===== config.mk =====
export PLATFORM = sky130hd
export DESIGN_NAME = rhpc_ring_mem
export DESIGN_NICKNAME = d
export VERILOG_FILES = /design/src/design/rhpc_pkg.sv /design/src/design/rhpc_ring_mem.sv
export SDC_FILE = /design/constraint.sdc
export NUM_CORES = 2
export LEC_CHECK = 0
export BUFFER_PORTS_ARGS = -buffer_cell sky130_fd_sc_hd__buf_2
export CAP_MARGIN = 10
export CORE_ASPECT_RATIO = 1.5
export CORE_MARGIN = 2
export CORE_UTILIZATION = 50
export CTS_CLUSTER_DIAMETER = 40
export DETAILED_ROUTE_END_ITERATION = 7
export PLACE_DENSITY = 0.72
export SETUP_SLACK_MARGIN = 0.1
export SLEW_MARGIN = 15
export SYNTH_ARGS = -nofsm -noshare
export SYNTH_HDL_FRONTEND = slang
export SYNTH_SLANG_ARGS = --single-unit

===== constraint.sdc =====
create_clock -name aclk -period 3.4 [get_ports aclk]
set_clock_uncertainty 0.2 [all_clocks]
set_input_delay 0.85 -clock aclk [delete_from_list [all_inputs] [get_ports aclk]]
set_output_delay 0.85 -clock aclk [all_outputs]
set_load 0.03 [all_outputs]

===== src/design/rhpc_pkg.sv =====
`default_nettype none

package rhpc_pkg;

    localparam int unsigned RHPC_MAX_PATTERN = 256;
    localparam int unsigned HASH_W           = 31;
    localparam int unsigned SYM_W            = 8;
    localparam int unsigned COUNT_W          = 32;

    localparam logic [HASH_W-1:0]  MULT_RESET = HASH_W'(131);
    localparam logic [COUNT_W-1:0] COUNT_MAX  = '1;

    // Stage one to stage two: what the hash stage must do with one word
    typedef struct packed {
        logic             text;        // text byte, else pattern byte
        logic             text_first;  // text byte that opens a new text
        logic             active;      // text byte taken into the window
        logic             subtract;    // window already full, drop oldest byte
        logic             full;        // window full after this byte
        logic             overflow;    // pattern byte rejected
        logic [SYM_W-1:0] symbol;
    } stage_t;

    typedef struct packed {
        logic               overflow;
        logic               window_full;
        logic [COUNT_W-1:0] match_count;
        logic               match;
    } result_t;

    // Product modulo 2^31: only the low half of the product is kept
    function automatic logic [HASH_W-1:0] mul_mod(input logic [HASH_W-1:0] a,
                                                  input logic [HASH_W-1:0] b);
        logic [2*HASH_W-1:0] prod;
        prod = a * b;
        return prod[HASH_W-1:0];
    endfunction

endpackage

`default_nettype wire


===== src/design/rhpc_ring_mem.sv =====
`default_nettype none

module rhpc_ring_mem
    import rhpc_pkg::*;
#(
    parameter int unsigned DEPTH  = RHPC_MAX_PATTERN,
    parameter int unsigned ADDR_W = (DEPTH > 1) ? $clog2(DEPTH) : 1
) (
    input  wire logic              aclk,
    input  wire logic              rd_en,
    input  wire logic              wr_en,
    input  wire logic [ADDR_W-1:0] addr,
    input  wire logic [SYM_W-1:0]  wr_data,
    output logic      [SYM_W-1:0]  rd_data
);

    logic [SYM_W-1:0] mem [DEPTH];

    // Read first: a read and write of the same entry returns the old byte
    always_ff @(posedge aclk) begin
        if (wr_en) begin
            mem[addr] <= wr_data;
        end
        if (rd_en) begin
            rd_data <= mem[addr];
        end
    end

endmodule

`default_nettype wire


* Word level (Yosys, flattened, before mapping) *
Memories as Yosys holds them, arrays and structs flattened. A register that Yosys moved wholly into a read port is not among the register bits.
Cells that the tools add are included.

cells by class
  reduce and logical (&&, ||, !) cells = 0
  multipliers = 0
  divide/modulo/power cells = 0
  bitwise gates (word level) = 0
  shift-type cells = 0
  order comparisons = 0
  equal/unequal tests = 0
  multiplexer cells = 2
  $add $sub $neg = 0

operator list
  kind               count
  two-way mux 1 bit  2

storage, ports and cells
  bits in writable memories = 2048
  bits in registers = 0
  memories kept = 1
  word-level logic and storage cells = 3
  ROM bits = 0
  output and inout port bits = 8
  bits of input ports = 19
  bits in latches = 0

memories
  name  words  bits a word  rd ports  clocked after memory_dff  wr ports  RTL line             source
  mem   256    8            1         1                         1         rhpc_ring_mem.sv:17  logic [SYM_W-1:0] mem [DEPTH];

* Depth between registers and ports, before layout *
  depth after elaboration = 2
  depth in mapped cells = 10

* Worst setup path after synthesis *
OpenSTA, ideal clock, no wires.

  kind = input-to-reg
  start = input addr[1]
  end = memory mem[111][0], enable pin
  data arrival time = 2.699 ns
  cell stages on the path = 9
  library setup time = 0.370 ns
  data required time = 2.830 ns
  setup slack = 0.131 ns
  cell sequence = buf_2 -> clkbuf_1 -> clkbuf_1 -> nand2_1 -> buf_2 -> nor2_1 -> nand2_1 -> clkbuf_1 -> nor2_1

RTL lines
  what         RTL line             source
  from (decl)  rhpc_ring_mem.sv:12  input wire logic [ADDR_W-1:0] addr,
  to (decl)    rhpc_ring_mem.sv:17

Straight into the memory's write port.

==> flow_summary.json <==
{
  "tns_ps": 0,
  "yosysWarnings": 0,
  "timing_max_transition_violations_final": 0,
  "cts.htree.levels": 4,
  "io_pins": 27,
  "cap_viol_max_count": 0,
  "first_pass_iters": 5,
  "power_mw": 50.8,
  "worstSetupStartpointType": "primary input",
  "seq_area_frac_synth_pct": 78.6,
  "final_nets": 4129,
  "period_needed_ps": 3290,
  "peakVddDrop_uv": 566,
  "ant_nets": 0,
  "r2r_end": "rd_data[4]",
  "crit_arrival_ps": 3620,
  "rsz0062_at_grt": "false",
  "period_share_pct": 96.9,
  "post-place-cells": 5999,
  "cts_tree": "done",
  "r2r-start": "mem[124][4]",
  "antenna_found_initial": 5,
  "r2r_setup_slack_ps": 550,
  "tightest_slew_ps": 929,
  "die_h_um": 490,
  "hold_violations": 0,
  "route.detailed.drc": 0,
  "drt-initial-drc-count": 4750,
  "crit_fanout": 20,
  "grt_first_pass_wirelength_mm": 279,
  "hold_path.class": "in2reg",
  "dpl.hpwl_mm": 125,
  "fmax_mhz": 304,
  "cts.sinks": 2056,
  "gp_congestion": 0.884,
  "power.leakage_nw": 29.0,
  "via_per_inst": 6.23,
  "holdBufCountCts": 0,
  "cts_root_buf": "clkbuf_16",
  "track_usage_pct": 24.2,
  "io_buffers": 26,
  "clk_latency_ps": 820,
  "slew_headroom_pct": 38.1,
  "die_area_um2": 160000,
  "syn_area_um2": 78600,
  "globalRouteOverflowTotal": 0,
  "numCtsBuffers": 179,
  "grt_max_degree": 110,
  "yosysUniqueCellTypes": 21,
  "synth_seq_cells": 2056,
  "crit_path_end": "rd_data[2]",
  "hold_slack_ps": 283,
  "start_util_pct": 50.3,
  "grt_pass1_vias": 40597,
  "layout-drive-gt1-share_pct": 32.9,
  "rows": 178,
  "reg2regPathDepth": 6,
  "wirelength_mm": 192,
  "clock_path_buffers": 3,
  "status": "complete, no violations",
  "wl_per_cell_um": 30.4,
  "dr_total_vias": 39396,
  "core_um2": 156000,
  "area_growth_pct": 16.6,
  "syn_nets": 3566,
  "startpoint": "addr[0]",
  "critical_path_class": "in2reg",
  "worst_ep_required_time_ps": 3730,
  "syn_avg_cell_area_um2": 22.2,
  "final_cells": 6328,
  "p_per_area_nw_per_um2": 555,
  "postLayoutCoreUtil_pct": 58.6,
  "endpoint_kind": "register",
  "postSynthCellCount": 3547,
  "clk_pin_slew_worst_paths_ps": 70,
  "finalSetupViolCount": 0,
  "die_w_um": 328
}
[worst min-delay path by stage]
stage                           start          end  slack, ps  depth (start not counted)
after floorplan           mem[146][0]   rd_data[0]        700                          5
after global placement    mem[244][5]   rd_data[5]        950                          6
after detailed placement  mem[246][0]   rd_data[0]        960                          6
after CTS                       rd_en   rd_data[2]        240                          1
after global routing            rd_en   rd_data[2]        250                          1
final                      wr_data[5]  mem[119][5]        280                          1
[synth_stat cells]
library cell	n	area [µm²]
or2_2	2	12.5
nor3_1	30	150
buf_2	36	180
buf_6	16	180
a21oi_1	128	641
nand3_1	13	65.1
or3_1	1	6.26
nand4_1	8	50.1
nand2b_1	6	37.5
mux4_2	512	11500
nor2b_1	7	43.8
nand2_1	28	105
buf_4	16	120
edfxtp_1	2056	61700
buf_1	19	71.3
nor2_1	232	871
clkbuf_1	145	544
o41ai_1	32	280
and2_1	3	18.8
a22oi_1	256	1920
inv_1	1	3.75
[registers in the layout (all words and copies together), names as in the netlist]
signal,count
rd_data,8
mem,2048
[layout make-up]
class	instances	area, µm²
Tap cell	2070	2590
Sequential cell	2056	61700
Clock inverter	115	1190
Fill cell	10847	64700
Antenna cell	2	5.00
Timing Repair Buffer	614	5620
Inverter	1	3.75
Clock buffer	212	4650
Multi-Input combinational cell	1258	15800
[through the flow]
step | setup slack, ps | cell area (µm²)
5_1_grt | 128 | 91600
3_5_place_dp | -1170 | 85700
2_1_floorplan | 131 | 78600
6_report | 106 | 91600
4_1_cts | 109 | 91600
3_3_place_gp | -1090 | 85700
[kinds of logic (layout without fill, tap and decap cells)]
logic type      after synthesis  in the layout  share of synthesized area, %
simple gates                330            330                          1.73
flops                      2056           2056                          78.6
buf+inv                     233            942                          1.40
compound gates              416            416                          3.62
other cells                   0              2                             0
mux                         512            512                          14.7
[repair_timing]
item,CTS,global route
endpoints found under the hold margin,0,0
setup buffers,0,0
setup endpoints to repair,3,3
resized for setup,3,3
[placed cells by master, fill, tap and decap left out, drive strengths merged]
cell type,instances
edfxtp,2056
buf,606
mux4,512
a22oi,256
nor2,232
clkbuf,220
a21oi,128
clkinv,80
o41ai,32
nor3,30
nand2,28
bufinv,16
nand3,13
inv,13
nand4,8
clkinvlp,7
nor2b,7
nand2b,6
and2,3
diode,2
or2,2
or3,1
[layer usage]
metal,track usage [%],vias to the layer above,part of all wire [%]
met5,0,-,0.024
met4,12.3,8,5.6
met3,3.43,428,7.2
met2,43.0,1910,53
met1,29.0,20860,34
li1,-,16190,-
[power breakdown]
part | leakage (nW) | internal (mW) | switching (mW)
logic | 7.68 | 1.03 | 1.60
registers | 18.5 | 27.9 | 0.0346
clock network | 2.83 | 11.1 | 9.11
[critical path, stage by stage]
cell,delay [ps]
buf_8,210
buf_12,210
buf_12,220
mux4_2,550
a22oi_1,330
a21oi_1,340
o41ai_1,530
buf_4,220
nand4_1,90
Power figures use the tool's default switching activity.
