`src/design/rhpc_pkg.sv`:
```
`default_nettype none

package rhpc_pkg;

    localparam int unsigned RHPC_MAX_PATTERN = 256;
    localparam int unsigned HASH_W           = 31;
    localparam int unsigned SYM_W            = 8;
    localparam int unsigned COUNT_W          = 32;

    localparam logic [HASH_W-1:0]  MULT_RESET = HASH_W'(131);
    localparam logic [COUNT_W-1:0] COUNT_MAX  = '1;

    // Stage one to stage two: what the hash stage must do with one word
    typedef struct packed {
        logic             text;        // text byte, else pattern byte
        logic             text_first;  // text byte that opens a new text
        logic             active;      // text byte taken into the window
        logic             subtract;    // window already full, drop oldest byte
        logic             full;        // window full after this byte
        logic             overflow;    // pattern byte rejected
        logic [SYM_W-1:0] symbol;
    } stage_t;

    typedef struct packed {
        logic               overflow;
        logic               window_full;
        logic [COUNT_W-1:0] match_count;
        logic               match;
    } result_t;

    // Product modulo 2^31: only the low half of the product is kept
    function automatic logic [HASH_W-1:0] mul_mod(input logic [HASH_W-1:0] a,
                                                  input logic [HASH_W-1:0] b);
        logic [2*HASH_W-1:0] prod;
        prod = a * b;
        return prod[HASH_W-1:0];
    endfunction

endpackage

`default_nettype wire

```
`src/design/rhpc_window.sv`:
```
`default_nettype none

module rhpc_window
    import rhpc_pkg::*;
(
    input  wire logic              aclk,
    input  wire logic              aresetn,
    input  wire logic              s1_valid,
    input  wire stage_t            s1,
    input  wire logic [SYM_W-1:0]  old_symbol,
    input  wire logic [HASH_W-1:0] multiplier,
    input  wire logic [HASH_W-1:0] pattern_hash,
    input  wire logic [HASH_W-1:0] multiplier_power,
    input  wire logic              out_ready,
    output logic                   advance,
    output logic                   out_valid,
    output result_t                out_result
);

    logic               out_valid_reg;
    result_t            result_reg, result_next;
    logic [HASH_W-1:0]  whash_reg, whash_next;
    logic [COUNT_W-1:0] matches_reg, matches_next;

    logic [HASH_W-1:0]  base_hash, rolled, leaving;
    logic [COUNT_W-1:0] base_matches;
    logic               hit;

    always_comb begin
        advance      = !out_valid_reg || out_ready;
        base_hash    = s1.text_first ? '0 : whash_reg;
        base_matches = s1.text_first ? '0 : matches_reg;
        leaving      = mul_mod(HASH_W'(old_symbol), multiplier_power);
        rolled       = mul_mod(base_hash, multiplier) + HASH_W'(s1.symbol)
                       - (s1.subtract ? leaving : '0);
        hit          = s1.active && s1.full && (rolled == pattern_hash);

        result_next  = '0;
        whash_next   = whash_reg;
        matches_next = matches_reg;

        if (!s1.text) begin
            whash_next           = '0;
            result_next.overflow = s1.overflow;
        end else if (s1.active) begin
            whash_next              = rolled;
            matches_next            = (hit && base_matches != COUNT_MAX) ?
                                      base_matches + COUNT_W'(1) : base_matches;
            result_next.match       = hit;
            result_next.window_full = s1.full;
        end else begin
            whash_next   = base_hash;
            matches_next = base_matches;
        end
        result_next.match_count = matches_next;
    end

    always_ff @(posedge aclk) begin
        if (!aresetn) begin
            out_valid_reg <= 1'b0;
            whash_reg     <= '0;
            matches_reg   <= '0;
        end else if (advance) begin
            out_valid_reg <= s1_valid;
            if (s1_valid) begin
                whash_reg   <= whash_next;
                matches_reg <= matches_next;
            end
        end
    end

    always_ff @(posedge aclk) begin
        if (advance && s1_valid) begin
            result_reg <= result_next;
        end
    end

    assign out_valid  = out_valid_reg;
    assign out_result = result_reg;

endmodule

`default_nettype wire

```
`config.mk`:
```
export PLATFORM = sky130hd
export DESIGN_NAME = rhpc_window
export DESIGN_NICKNAME = d
export VERILOG_FILES = /design/src/design/rhpc_pkg.sv /design/src/design/rhpc_window.sv
export SDC_FILE = /design/constraint.sdc
export NUM_CORES = 2
export LEC_CHECK = 0
export ABC_AREA = 1
export CORE_MARGIN = 2
export CORE_UTILIZATION = 60
export DETAILED_ROUTE_END_ITERATION = 10
export DONT_BUFFER_PORTS = 1
export PLACE_DENSITY = 0.79
export SLEW_MARGIN = 30
export SYNTH_ARGS = -nofsm -noshare
export SYNTH_HDL_FRONTEND = slang
export SYNTH_SLANG_ARGS = --single-unit
```
`constraint.sdc`:
```
create_clock -name aclk -period 12.89 [get_ports aclk]
set_input_delay 2.578 -clock aclk [delete_from_list [all_inputs] [get_ports aclk]]
set_output_delay 2.578 -clock aclk [all_outputs]
set_load 0.05 [all_outputs]
```
# Word level (Yosys, flattened, before mapping)

Cells that the tools add are included.
W data, S select, Z words.

Bits in registers: 99
Bits of input ports: 119

Muxes and demuxes: 8
Multipliers: 2
Add/subtract/negate cells: 3
Equal/unequal tests: 2
Reductions and logical operators: 8

Operators by type and width:

| cell                    | count |
|---|---|
| $mux W32                | 4 |
| $mux W31                | 4 |
| $add A32 B1 Y32 const B | 1 |
| $ne A32 B32 Y1 const B  | 1 |
| $add A31 B8 Y31         | 1 |
| $eq A31 B31 Y1          | 1 |
| $mul A31 B31 Y31        | 1 |
| $mul A8 B31 Y31         | 1 |
| $sub A31 B31 Y31        | 1 |
| $logic_and A1 B1 Y1     | 4 |
| $reduce_and A2 Y1       | 2 |
| $logic_not A1 Y1        | 1 |
| $logic_or A1 B1 Y1      | 1 |

# Longest topological paths before layout

Depth in word-level cells: 10
Gate-level depth with buffers: 67
Gate-level depth less buffers: 64

# Worst setup path after synthesis

Ideal clock, no wire load.

Path kind: in2reg
Start point: in old_symbol[2]
End point: reg result_reg, in the netlist out_result[2] (data pin)
Setup time: 0.261 ns
Arrival time: 12.835 ns
Cell stages on the path: 62
Setup slack: -0.206 ns
Required time: 12.629 ns
Path buffers: 3
Cells stage by stage: clkbuf_1 buf_1 nand2_1 fa_1 fa_1 inv_1 fa_1 inv_1 fa_1 inv_1 ha_1 o21ai_0 nand2_1 a21oi_1 nor2_1 a21boi_0 o21ai_0 nand2_1 [26 not listed] nand2_1 inv_1 nor2_1 inv_1 nand2_1 nand2_1 inv_1 nand3_1 nand2_1 nand2_2 nand4_2 nor2_2 nand4_4 buf_6 nand2_1 nand2_1 nand2_1 o21ai_0

Word-level cells in the longest chain between the ends: 9

Ends and longest elaborated chain:

| element              | line              | RTL |
|---|---|---|
| from (decl)          | rhpc_window.sv:10 | `input wire logic [SYM_W-1:0] old_symbol,` |
| $mul A8 B31 Y31      | rhpc_pkg.sv:35    | `prod = a * b;` |
| $mux W31             | rhpc_window.sv:35 | `- (s1.subtract ? leaving : '0);` |
| $sub A31 B31 Y31     | rhpc_window.sv:35 |  |
| $eq A31 B31 Y1       | rhpc_window.sv:36 | `hit = s1.active && s1.full && (rolled == pattern_hash);` |
| $logic_and A1 B1 Y1  | rhpc_window.sv:36 |  |
| $logic_and A1 B1 Y1  | rhpc_window.sv:47 | `matches_next = (hit && base_matches != COUNT_MAX) ?` |
| $mux W32             | rhpc_window.sv:47 |  |
| $mux W32             | rhpc_window.sv:45 | `end else if (s1.active) begin` |
| $mux W32             | rhpc_window.sv:42 | `if (!s1.text) begin` |
| net matches_next[1]  | rhpc_window.sv:23 | `logic [COUNT_W-1:0] matches_reg, matches_next;` |
| to (signal assigned) | rhpc_window.sv:74 | `result_reg <= result_next;` |
| to (decl)            | rhpc_window.sv:21 | `result_t result_reg, result_next;` |

The timed path passes the listed nets, and every way through them passes these cells.
A chain may end at the register's enable or synchronous reset.

# Final worst setup path

Start point: in multiplier_power[1]
End point: reg result_reg, in the netlist out_result[19] (data pin)

Word-level cells in the longest chain between the ends: 9

Ends and longest elaborated chain:

| element              | line              | RTL |
|---|---|---|
| from (decl)          | rhpc_window.sv:13 | `input wire logic [HASH_W-1:0] multiplier_power,` |
| $mul A8 B31 Y31      | rhpc_pkg.sv:35    |  |
| $mux W31             | rhpc_window.sv:35 |  |
| $sub A31 B31 Y31     | rhpc_window.sv:35 |  |
| $eq A31 B31 Y1       | rhpc_window.sv:36 |  |
| $logic_and A1 B1 Y1  | rhpc_window.sv:36 |  |
| $logic_and A1 B1 Y1  | rhpc_window.sv:47 |  |
| $mux W32             | rhpc_window.sv:47 |  |
| $mux W32             | rhpc_window.sv:45 |  |
| $mux W32             | rhpc_window.sv:42 |  |
| net matches_next[18] | rhpc_window.sv:23 |  |

The timed path passes the listed nets, and every way through them passes these cells.

==> flow_summary.toml <==
[grt]
grt_pass1_wl_um = 137000
antenna_found_initial = 0
grt_pass1_vias = 26100
grt_max_degree = 68
grt-ovfl-total = 0
track_usage_pct = 34.5

[drt]
num_vias = 25700
vias_per_cell = 5.52
dr.pass1.iters = 6
wire_per_inst_um = 18.2
drc = 0
final_antenna_net_count = 0
drtIter0Drc = 2414
finalWirelength_um = 84700

[logic_synthesis]
yosys.area.top_type = "fa_1"
synth_top_area_share_pct = 38.2
synthTopCellsByArea = "fa_1 38%, nand2_1 14%, inv_1 13%"
synth_fp_nets = 4943
yosysUniqueCellTypes = 50
ys_ff_latch = 99
ys_warn_count = 0
synth_ff_type = "dfxtp_1"
syn_inst = 4064
synth_edf_count = 35
syn_area_sq_mm = 0.0297
avgSynthCellArea_sq_um = 7.31
synth_seq_area_share_pct = 7.85
async_flop_share_pct = 0

[timing]
finalCritPeriodShare_pct = 99.7
worst_pin_slew_ps = 1050
slew_viol_final = 0
min_period_ps = 12850
hold_viol = 0
fmax_ghz = 0.0778
setup_slack_ps = 38.9
rsz0062_at_grt = "yes"
fin_skew_ps = 6.31
finalSetupViolCount = 0
slew_headroom_pct = 30.1

[clocking]
cts_tree = "built"
cts_buffer_depth = 2
clk_pin_slew_worst_paths_ps = 70
numCtsBuffers = 9
clkSinkCount = 99
root_buffer = "clkbuf_16"
htreeDepth = 3
insertion_delay_ps = 360

[final_layout]
nFillCells = 4312
antenna_cells = 0
largest_reg_flops = 35
nets = 4864
final_cell_area_sq_mm = 0.0311
drive_gt1_share_pct = 5.71
layoutNonFillerInstCount = 4654
area.growth.synth_to_final_pct = 4.68

[place]
placed_cell_area_sq_mm = 0.0304
place_ws_ps = -562
io_buffers = 0
gp_congestion = 1.00
placedCellCount = 4633
dpl.hpwl_um = 68300

[worst_hold_path]
worstHoldPathType = "reg2reg"
min_from = "whash_reg[14]"

[worst_setup_path]
setup.worst_path.start = "multiplier_power[1]"
max_stage_delay_ps = 550
path_class = "in2reg"
end_kind = "flop"
cp-start-kind = "primary input"
cp_max_fo = 8
worstPathArrival_ps = 12970
cp_slowest_cell = "fa_1"
ff2ff_setup_slack_ps = 3680
worst_ep_required_time_ps = 13010
r2r_start = "whash_reg[2]"

[die]
core_region_area_sq_mm = 0.0490
fp.dieH_um = 227
num_io_pins = 156
start_util_pct = 60.7
dieArea_sq_mm = 0.0513
die_w_um = 227
std_cell_rows = 81

[run]
max_cap_violations = 0

[outcome]
run_status = "finished clean"
[Yosys cell counts, drive strengths merged, types with 2 or more instances]
| library cell | number |
|---|---|
| nand3b | 18 |
| buf | 37 |
| dfxtp | 64 |
| nor3b | 3 |
| edfxtp | 35 |
| nor3 | 33 |
| fa | 567 |
| or2 | 15 |
| a21o | 3 |
| nand4 | 64 |
| o21bai | 5 |
| nor4 | 17 |
| nor2 | 284 |
| nand2 | 1103 |
| inv | 1026 |
| xor2 | 54 |
| xnor2 | 31 |
| o21ai | 74 |
| ha | 193 |
| o31ai | 2 |
| clkbuf | 131 |
| a21boi | 3 |
| a21oi | 165 |
| a22oi | 5 |
| nand3 | 107 |
| clkinv | 10 |
| o21a | 2 |
| o211ai | 5 |
[layout by cell type (no fill, tap or decap), types with 3 or more instances in the layout]
cell type / n
buf_4: 72
a21oi_2: 5
nand3_2: 3
nand3_1: 104
ha_4: 4
nand2_1: 1039
inv_1: 1009
fa_1: 565
a21o_1: 3
edfxtp_1: 35
nor2_1: 271
nor3b_1: 3
nor2_2: 6
xor2_1: 54
ha_1: 189
clkinv_1: 11
nor4_1: 16
or2_2: 15
buf_12: 3
xnor2_1: 31
clkbuf_16: 12
nand2_4: 10
o21ai_2: 3
o21bai_1: 5
nand2_2: 54
o21ai_0: 66
nor3_1: 31
o211ai_1: 5
dfxtp_1: 64
a22oi_1: 5
nand4_1: 62
o21ai_1: 5
inv_2: 17
nand3b_1: 17
a21oi_1: 159
nor2_4: 7
[worst max-delay path: cells and delay by family]
kind	cells	cell delay (ps)
fa+ha+maj	14	6140
simple gates	24	1910
compound gates	12	1500
buf+inv	11	790
[layer usage]
layer | wire [um] | track usage (%)
met1 | 33600 | 46.6
met2 | 37900 | 54.6
met3 | 9830 | 8.31
met4 | 3420 | 11.6
met5 | 0 | 0
[cells by family (layout without fill, tap and decap cells)]
kind of cell	after synthesis	in the layout	synth area share, %
AOI/OAI and AO/OA	268	268	4.78
xor gates and xnor gates	85	85	2.51
adders and majority gates	760	760	46.3
buffers and inverters	1204	1130	15.6
DFF	99	99	7.85
and+or+nand+nor	1648	1648	23.0
[stage by stage]
stage / TNS (ps) / utilization [%] / hold slack, ps
global placement: -22700 / 62.1 / 452
CTS: 0 / 62.7 / 467
global route: -31120 / 63.5 / 492
floorplan: 0 / - / 445
finish: 0 / 63.5 / 468
detailed placement: -34580 / 62.1 / 456
[path summary, 6_finish.rpt]
kind,cells after the start,endpoint
worst min-delay path,2,whash_reg[14]
worst min register to register,2,whash_reg[14]
worst max-delay path,61,out_result[19]
worst max register to register,32,out_result[19]
[final cells by class]
| class | instances | area (sq um) | area share (%) |
|---|---|---|---|
| clock buffer | 11 | 254 | 0.817 |
| inverter | 1036 | 3890 | 12.5 |
| sequential | 99 | 2330 | 7.50 |
| clock inverter | 5 | 36.3 | 0.117 |
| multi-input combinational | 2761 | 23100 | 74.3 |
| timing repair buffer | 78 | 662 | 2.13 |
| tap | 664 | 831 | 2.67 |
[timing repair]
| action | CTS | global route |
|---|---|---|
| buffers inserted | 0 | 3 |
| setup endpoints to repair | 64 | 65 |
| hold buffers | 0 | 0 |
| cloned | 0 | 2 |
| pin swaps | 0 | 61 |
| resized for setup | 4 | 100 |
| endpoints found under the hold margin | 0 | 0 |
Power is not shown: default switching activity piles up to over one toggle a cycle in this logic, so the estimate is an artifact.
