--- config.mk ---
export PLATFORM = sky130hd
export DESIGN_NAME = rhpc_ctrl
export DESIGN_NICKNAME = d
export VERILOG_FILES = /design/src/design/rhpc_pkg.sv /design/src/design/rhpc_ctrl.sv
export SDC_FILE = /design/constraint.sdc
export NUM_CORES = 2
export LEC_CHECK = 0
export ABC_AREA = 0
export BUFFER_PORTS_ARGS = -buffer_cell sky130_fd_sc_hd__buf_2
export CAP_MARGIN = 40
export CORE_MARGIN = 1.5
export CORE_UTILIZATION = 45
export CTS_CLUSTER_DIAMETER = 80
export DETAILED_ROUTE_END_ITERATION = 8
export PLACE_DENSITY_LB_ADDON = 0.05
export SLEW_MARGIN = 20
export SYNTH_ARGS = -nofsm -noshare
export SYNTH_HDL_FRONTEND = slang
export SYNTH_SLANG_ARGS = --single-unit
--- constraint.sdc ---
create_clock -name aclk -period 10.8 [get_ports aclk]
set_clock_uncertainty 0.05 [all_clocks]
set_input_delay 0 -clock aclk [delete_from_list [all_inputs] [get_ports aclk]]
set_output_delay 0 -clock aclk [all_outputs]
set_load 0.005 [all_outputs]
--- src/design/rhpc_pkg.sv ---
`default_nettype none

package rhpc_pkg;

    localparam int unsigned RHPC_MAX_PATTERN = 256;
    localparam int unsigned HASH_W           = 31;
    localparam int unsigned SYM_W            = 8;
    localparam int unsigned COUNT_W          = 32;

    localparam logic [HASH_W-1:0]  MULT_RESET = HASH_W'(131);
    localparam logic [COUNT_W-1:0] COUNT_MAX  = '1;

    // Stage one to stage two: what the hash stage must do with one word
    typedef struct packed {
        logic             text;        // text byte, else pattern byte
        logic             text_first;  // text byte that opens a new text
        logic             active;      // text byte taken into the window
        logic             subtract;    // window already full, drop oldest byte
        logic             full;        // window full after this byte
        logic             overflow;    // pattern byte rejected
        logic [SYM_W-1:0] symbol;
    } stage_t;

    typedef struct packed {
        logic               overflow;
        logic               window_full;
        logic [COUNT_W-1:0] match_count;
        logic               match;
    } result_t;

    // Product modulo 2^31: only the low half of the product is kept
    function automatic logic [HASH_W-1:0] mul_mod(input logic [HASH_W-1:0] a,
                                                  input logic [HASH_W-1:0] b);
        logic [2*HASH_W-1:0] prod;
        prod = a * b;
        return prod[HASH_W-1:0];
    endfunction

endpackage

`default_nettype wire

--- src/design/rhpc_ctrl.sv ---
`default_nettype none

module rhpc_ctrl
    import rhpc_pkg::*;
#(
    parameter int unsigned MAX_PATTERN = RHPC_MAX_PATTERN,
    parameter int unsigned PTR_W       = (MAX_PATTERN > 1) ? $clog2(MAX_PATTERN) : 1,
    parameter int unsigned LEN_W       = $clog2(MAX_PATTERN + 1)
) (
    input  wire logic              aclk,
    input  wire logic              aresetn,
    input  wire logic              accept,
    input  wire logic              advance,
    input  wire logic              mode,
    input  wire logic              first,
    input  wire logic [SYM_W-1:0]  symbol,
    input  wire logic [HASH_W-1:0] multiplier,
    output logic                   s1_valid,
    output stage_t                 s1,
    output logic                   mem_wr_en,
    output logic      [PTR_W-1:0]  mem_addr,
    output logic      [HASH_W-1:0] pattern_hash,
    output logic      [HASH_W-1:0] multiplier_power
);

    localparam logic [LEN_W-1:0] LEN_CAP = LEN_W'(MAX_PATTERN);

    logic              s1_valid_reg, s1_valid_next;
    stage_t            s1_reg, s1_next;
    logic [HASH_W-1:0] phash_reg, phash_next;
    logic [HASH_W-1:0] power_reg, power_next;
    logic [LEN_W-1:0]  length_reg, length_next;
    logic [LEN_W-1:0]  fill_reg, fill_next;
    logic [PTR_W-1:0]  ptr_reg, ptr_next;

    logic [HASH_W-1:0] base_hash, base_power;
    logic [LEN_W-1:0]  base_len, base_fill, fill_inc, ptr_inc;
    logic [PTR_W-1:0]  base_ptr, rd_ptr;

    always_comb begin
        base_hash  = first ? '0 : phash_reg;
        base_power = first ? HASH_W'(1) : power_reg;
        base_len   = first ? '0 : length_reg;
        base_fill  = first ? '0 : fill_reg;
        base_ptr   = first ? '0 : ptr_reg;
        rd_ptr     = (LEN_W'(base_ptr) >= length_reg) ? '0 : base_ptr;
        ptr_inc    = LEN_W'(rd_ptr) + LEN_W'(1);
        fill_inc   = base_fill + LEN_W'(1);

        phash_next  = phash_reg;
        power_next  = power_reg;
        length_next = length_reg;
        fill_next   = fill_reg;
        ptr_next    = ptr_reg;
        mem_wr_en   = 1'b0;

        s1_next            = '0;
        s1_next.text       = mode;
        s1_next.text_first = mode & first;
        s1_next.symbol     = symbol;

        if (!mode) begin
            // Pattern byte: extend the pattern hash unless it is at capacity, empty the text window
            phash_next  = base_hash;
            power_next  = base_power;
            length_next = base_len;
            if (base_len < LEN_CAP) begin
                phash_next  = mul_mod(base_hash, multiplier) + HASH_W'(symbol);
                power_next  = mul_mod(base_power, multiplier);
                length_next = base_len + LEN_W'(1);
            end else begin
                s1_next.overflow = 1'b1;
            end
            fill_next = '0;
            ptr_next  = '0;
        end else if (length_reg != '0) begin
            s1_next.active   = 1'b1;
            s1_next.subtract = base_fill >= length_reg;
            fill_next        = s1_next.subtract ? base_fill : fill_inc;
            s1_next.full     = fill_next >= length_reg;
            ptr_next         = (ptr_inc >= length_reg) ? '0 : ptr_inc[PTR_W-1:0];
            mem_wr_en        = accept;
        end else begin
            // Empty pattern: drop the byte, keep only the text restart
            fill_next = base_fill;
            ptr_next  = base_ptr;
        end

        if (accept) begin
            s1_valid_next = 1'b1;
        end else if (advance) begin
            s1_valid_next = 1'b0;
        end else begin
            s1_valid_next = s1_valid_reg;
        end
    end

    always_ff @(posedge aclk) begin
        if (!aresetn) begin
            s1_valid_reg <= 1'b0;
            phash_reg    <= '0;
            power_reg    <= HASH_W'(1);
            length_reg   <= '0;
            fill_reg     <= '0;
            ptr_reg      <= '0;
        end else begin
            s1_valid_reg <= s1_valid_next;
            if (accept) begin
                phash_reg  <= phash_next;
                power_reg  <= power_next;
                length_reg <= length_next;
                fill_reg   <= fill_next;
                ptr_reg    <= ptr_next;
            end
        end
    end

    always_ff @(posedge aclk) begin
        if (accept) begin
            s1_reg <= s1_next;
        end
    end

    assign s1_valid         = s1_valid_reg;
    assign s1               = s1_reg;
    assign mem_addr         = rd_ptr;
    assign pattern_hash     = phash_reg;
    assign multiplier_power = power_reg;

endmodule

`default_nettype wire

# == Yosys cells after proc, flatten, opt, wreduce, memory -nomap -nowiden ==
# Index checks and enable logic that the tools add are counted.
# totals
reg_bits,103
inputBits,45
output_inout_bits,86
word_cells,51
# op_classes
addsub,4
multipliers,2
order_cmp,5
muxes,21
bitwise_logic,2
reduce_logical,4
# op_table
operator,n
$mux W31,4
$mul A31 B31 Y31,2
$mux W9,6
$mux W8,5
$add A31 B8 Y31,1
$ge A9 B9 Y1,3
$add A9 B1 Y9 const B,2
$add A8 B1 Y9 const B,1
$ge A8 B9 Y1,1
$lt A9 B9 Y1 const B,1
$reduce_bool A9 Y1,1
$mux W1,5
$reduce_and A2 Y1,2
$mux W3,1
$reduce_bool A2 Y1,1
$and A1 B1 Y1,1
$not A1 Y1,1

# == Longest topological paths before layout ==
# depth
depth_word,8
depth_mapped,34

# == Worst setup path after synthesis ==
# Ideal clock, no wire load.
# synth_path
path_kind,input port to flip-flop
start,in first
end,"reg phash_reg[30], in the netlist pattern_hash[30]"
setup_ns,0.115
arrival_ns,7.373
slack_ns,3.262
cell_stages,30
path_buffers,5
path_cell_list,clkbuf_2 buf_2 clkbuf_1 buf_1 nor2b_1 clkbuf_1 and2_1 fa_1 fa_1 fa_1 inv_1 fa_1 inv_1 fa_1 fa_1 fa_1 inv_1 fa_1 inv_1 ha_1 a211o_1 or2_2 o211ai_1 o31ai_1 o21ai_1 o21ai_0 o31ai_1 xnor2_1 o21ai_1 and2_1
# synth_via
elab_chain_len,4
word_cells_on_any_way,6
# synth_rtl
element,line_no,source
start: declaration,rhpc_ctrl.sv:15,"input wire logic first,"
$mux W31,rhpc_ctrl.sv:41,base_hash = first ? '0 : phash_reg;
$mul A31 B31 Y31,rhpc_pkg.sv:35,prod = a * b;
$add A31 B8 Y31,rhpc_ctrl.sv:68,"phash_next = mul_mod(base_hash, multiplier) + HASH_W'(symbol);"
$mux W31 *,rhpc_ctrl.sv:67,if (base_len < LEN_CAP) begin
end signal: assignment,rhpc_ctrl.sv:109,phash_reg <= phash_next;
end: declaration,rhpc_ctrl.sv:30,"logic [HASH_W-1:0] phash_reg, phash_next;"
# Mark *: on every way between the ends. The rest lies on a longest branch, timed or not.
# A chain may end at the register's enable or synchronous reset.

# == Final worst setup path ==
# layout_path
start,"reg phash_reg[11], in the netlist pattern_hash[11]"
end,"reg phash_reg[30], in the netlist pattern_hash[30]"
# layout_via
elab_chain_len,4
# layout_rtl
element,line_no
$mux W31,rhpc_ctrl.sv:41
$mul A31 B31 Y31,rhpc_pkg.sv:35
$add A31 B8 Y31,rhpc_ctrl.sv:68
$mux W31,rhpc_ctrl.sv:67
# No other way between the ends.

==> impl_metrics.csv <==
group,metric,value,unit
cells_and_area,multi_input_area,29700,um^2
timing,rsz0062_at_grt,"false",
timing,maxSlewViolCount,0,
worst_setup_path,crit_path_frequent_cell,"fa_1",
cells_and_area,num-fill-cells,7813,
floorplanning,die_w,285,um
synth,ys_seq_area_share,6.15,%
worst_setup_path,end_kind,"register",
pwr,ir_drop,0.128,mV
routing,wire_per_inst,21.3,um
synth,synthArstFlopShare,0,%
placed_design,hpwl,85.5,mm
timing,hold_viol,0,
clock_network,cts-root-buf,"clkbuf_16",
synth,yosysWarnings,0,
clock_network,cts_sinks,103,
clock_network,cts_tree,"done",
synth,synth_edf_count,14,
timing,period_share,74.3,%
routing,ant_nets,0,
cells_and_area,area_growth,6.47,%
worst_setup_path,cp-start-kind,"register",
global_route,grt_pass1_wl,171,mm
synth,synth_seq_cells,103,
timing,period_needed,8.03,ns
run_status,status,"finished, final reports clean",
placed_design,io_buffers,130,
pwr,power.density,122,nW/um^2
worst_setup_path,max_stage_delay,0.56,ns
routing,viasPerCell,5.12,
worst_setup_path,critPathKind,"reg2reg",
cells_and_area,fin_cells,5121,
hold_path,holdCritPathClass,"in2reg",
routing,drt_pass1_iterations,5,
floorplanning,dieHeight,285,um
synth,netlist_instances,4053,
worst_setup_path,critPathRequiredTime,11.03,ns
worst_setup_path,worstPathArrival,8.25,ns
routing,wl,109,mm
timing,setup_ws,2.77,ns
clock_network,clk_pin_slew,0.09,ns
synth,syn-num-nets,5166,
placed_design,place_ws,2.68,ns
cells_and_area,utilization,48.4,%
timing,setup_viol_count_final,0,
clock_network,clk_latency,0.39,ns
clock_network,htree_num_levels,3,
global_route,grt_max_degree,78,
cells_and_area,mostFrequentLayoutCells,"inv_1, fa_1, and2_1",
pwr,leakagePower,19.1,nW
synth,syn_area,35800,um^2
global_route,overflow,0,
synth,synth-main-ff-cell,"dfxtp_1",
worst_setup_path,cp_max_fo,13,
cells_and_area,drive_above_1_share,6.61,%
routing,drc_errors,0,
routing,drt_iter0_drc,1613,
synth,yosys.cell_types.count,67,
cells_and_area,nets,5177,
placed_design,dpl.cell_count,5088,
global_route,antenna_found_initial,5,
worst_setup_path,slowest_stage,"nor2b_1",
floorplanning,io_pins,131,
timing,hold_ws,0.0577,ns
global_route,track_usage,27.9,%
placed_design,gp_congestion,0.864,
synth,syn_avg_cell_area,8.84,um^2
floorplanning,dieArea,81300,um^2
floorplanning,start_util,45.4,%
routing,vias,26200,
cells_and_area,layout_commonest_cell,"inv_1",
global_route,grt_pass1_vias,27900,
floorplanning,core,78900,um^2
clock_network,clock_tree.buffer_depth,2,
timing,tightest_slew,0.873,ns
timing,fmax,125,MHz
timing,slew_headroom,41.8,%
floorplanning,rows,103,
run,drv_cap,0,
timing,tns,0,ns
cells_and_area,register_area,2200,um^2
clock_network,cts_buffers,9,
final cells by class:
| cell class | count | share of cell area (%) |
|---|---|---|
| multi-input cells | 2912 | 78.0 |
| inverters | 817 | 8.04 |
| flip-flops and latches | 103 | 5.77 |
| repair buffers | 221 | 3.96 |
| well taps | 1050 | 3.45 |
| clock buffers | 11 | 0.637 |
| clock inverters | 5 | 0.118 |
| diodes | 2 | 0.0131 |
power breakdown:
| part | internal [mW] | switching (mW) |
|---|---|---|
| combinational | 1.54 | 2.27 |
| clock | 0.167 | 0.174 |
| sequential | 0.437 | 0.0737 |
| total | 2.15 | 2.52 |
kinds of logic (layout without fill, tap and decap cells):
family / Yosys count / after routing / share of synthesized area [%]
other: 0 / 2 / 0
XOR/XNOR: 177 / 177 / 4.48
buffers and inverters: 1038 / 1054 / 11.0
adder cells (fa/ha/maj): 1068 / 1068 / 53.4
flip-flops: 103 / 103 / 6.15
multiplexers: 1 / 1 / 0.0314
AO/OA/AOI/OAI: 277 / 277 / 5.09
AND/OR/NAND/NOR: 1389 / 1389 / 19.9
cell usage after synthesis, types with 4 or more instances:
library cell | count | area share (%)
nor2b_1 | 64 | 1.1
a211oi_1 | 6 | 0.13
a22o_1 | 4 | 0.098
xnor2_1 | 136 | 3.3
nor2_1 | 60 | 0.63
dfxtp_1 | 89 | 5.0
a31oi_1 | 7 | 0.12
o2111ai_1 | 4 | 0.098
nor2b_4 | 4 | 0.15
o211ai_1 | 7 | 0.15
a21o_1 | 28 | 0.59
xnor3_1 | 4 | 0.25
o21ai_0 | 69 | 0.96
buf_6 | 5 | 0.16
o21bai_1 | 8 | 0.17
nand4_1 | 7 | 0.12
or3_1 | 4 | 0.070
a211o_1 | 6 | 0.15
and2_1 | 577 | 10
a21oi_1 | 57 | 0.80
or2_2 | 6 | 0.10
nor3_1 | 15 | 0.21
o31ai_1 | 7 | 0.15
nand2_1 | 572 | 6.0
buf_2 | 9 | 0.13
inv_1 | 817 | 8.6
nand3_1 | 27 | 0.38
a21boi_0 | 22 | 0.46
clkbuf_1 | 203 | 2.1
nor4_1 | 4 | 0.070
nand2b_1 | 16 | 0.28
o211a_1 | 7 | 0.20
o21ai_1 | 13 | 0.18
ha_1 | 302 | 11
edfxtp_1 | 14 | 1.2
nor2b_2 | 4 | 0.098
fa_1 | 766 | 43
xor2_1 | 37 | 0.90
o21a_1 | 6 | 0.13
nand3b_1 | 7 | 0.15
and3_1 | 15 | 0.26
worst max-delay path: cells and delay by family (launching register included):
kind	cells	cell delay [ns]
compound gates	8	1.54
xor+xnor	1	0.16
fa+ha+maj	9	4.26
buf+inv	7	0.67
flops	1	0.37
simple gates	3	0.88
path summary, 6_finish.rpt:
kind,from,to,cells past startpoint,slack (ns)
min,accept,s1[13]$_DFFE_PP_,1,0.06
max reg2reg,pattern_hash[11]$_SDFFE_PN0P_,pattern_hash[30]$_SDFFE_PN0P_,28,2.77
max,pattern_hash[11]$_SDFFE_PN0P_,pattern_hash[30]$_SDFFE_PN0P_,28,2.77
min reg2reg,fill_reg[4]$_SDFFE_PN0P_,fill_reg[4]$_SDFFE_PN0P_,1,0.40
per-layer routing:
metal / up-vias / GRT usage [%] / wire (um)
met5: - / 0 / 44
met4: 8 / 4.99 / 1920
met3: 96 / 7.28 / 9300
met2: 721 / 41.1 / 46000
met1: 13400 / 41.4 / 51900
li1: 12000 / - / -
what timing repair did:
| action | CTS | global route |
|---|---|---|
| hold endpoints to repair | 12 | 0 |
| gates resized for setup | 0 | 0 |
| endpoints found under the setup margin | 0 | 0 |
| hold buffers | 10 | 0 |
| setup buffers | 0 | 0 |
metrics by stage:
| stage | instance area (um^2) | power [mW] |
|---|---|---|
| after floorplan | 35800 | 3.11 |
| after global placement | 37500 | 4.30 |
| after detailed placement | 37700 | 4.26 |
| after CTS | 38100 | 4.68 |
| after global routing | 38100 | 5.18 |
| final | 38100 | 4.67 |
Power figures use the tool's default switching activity.
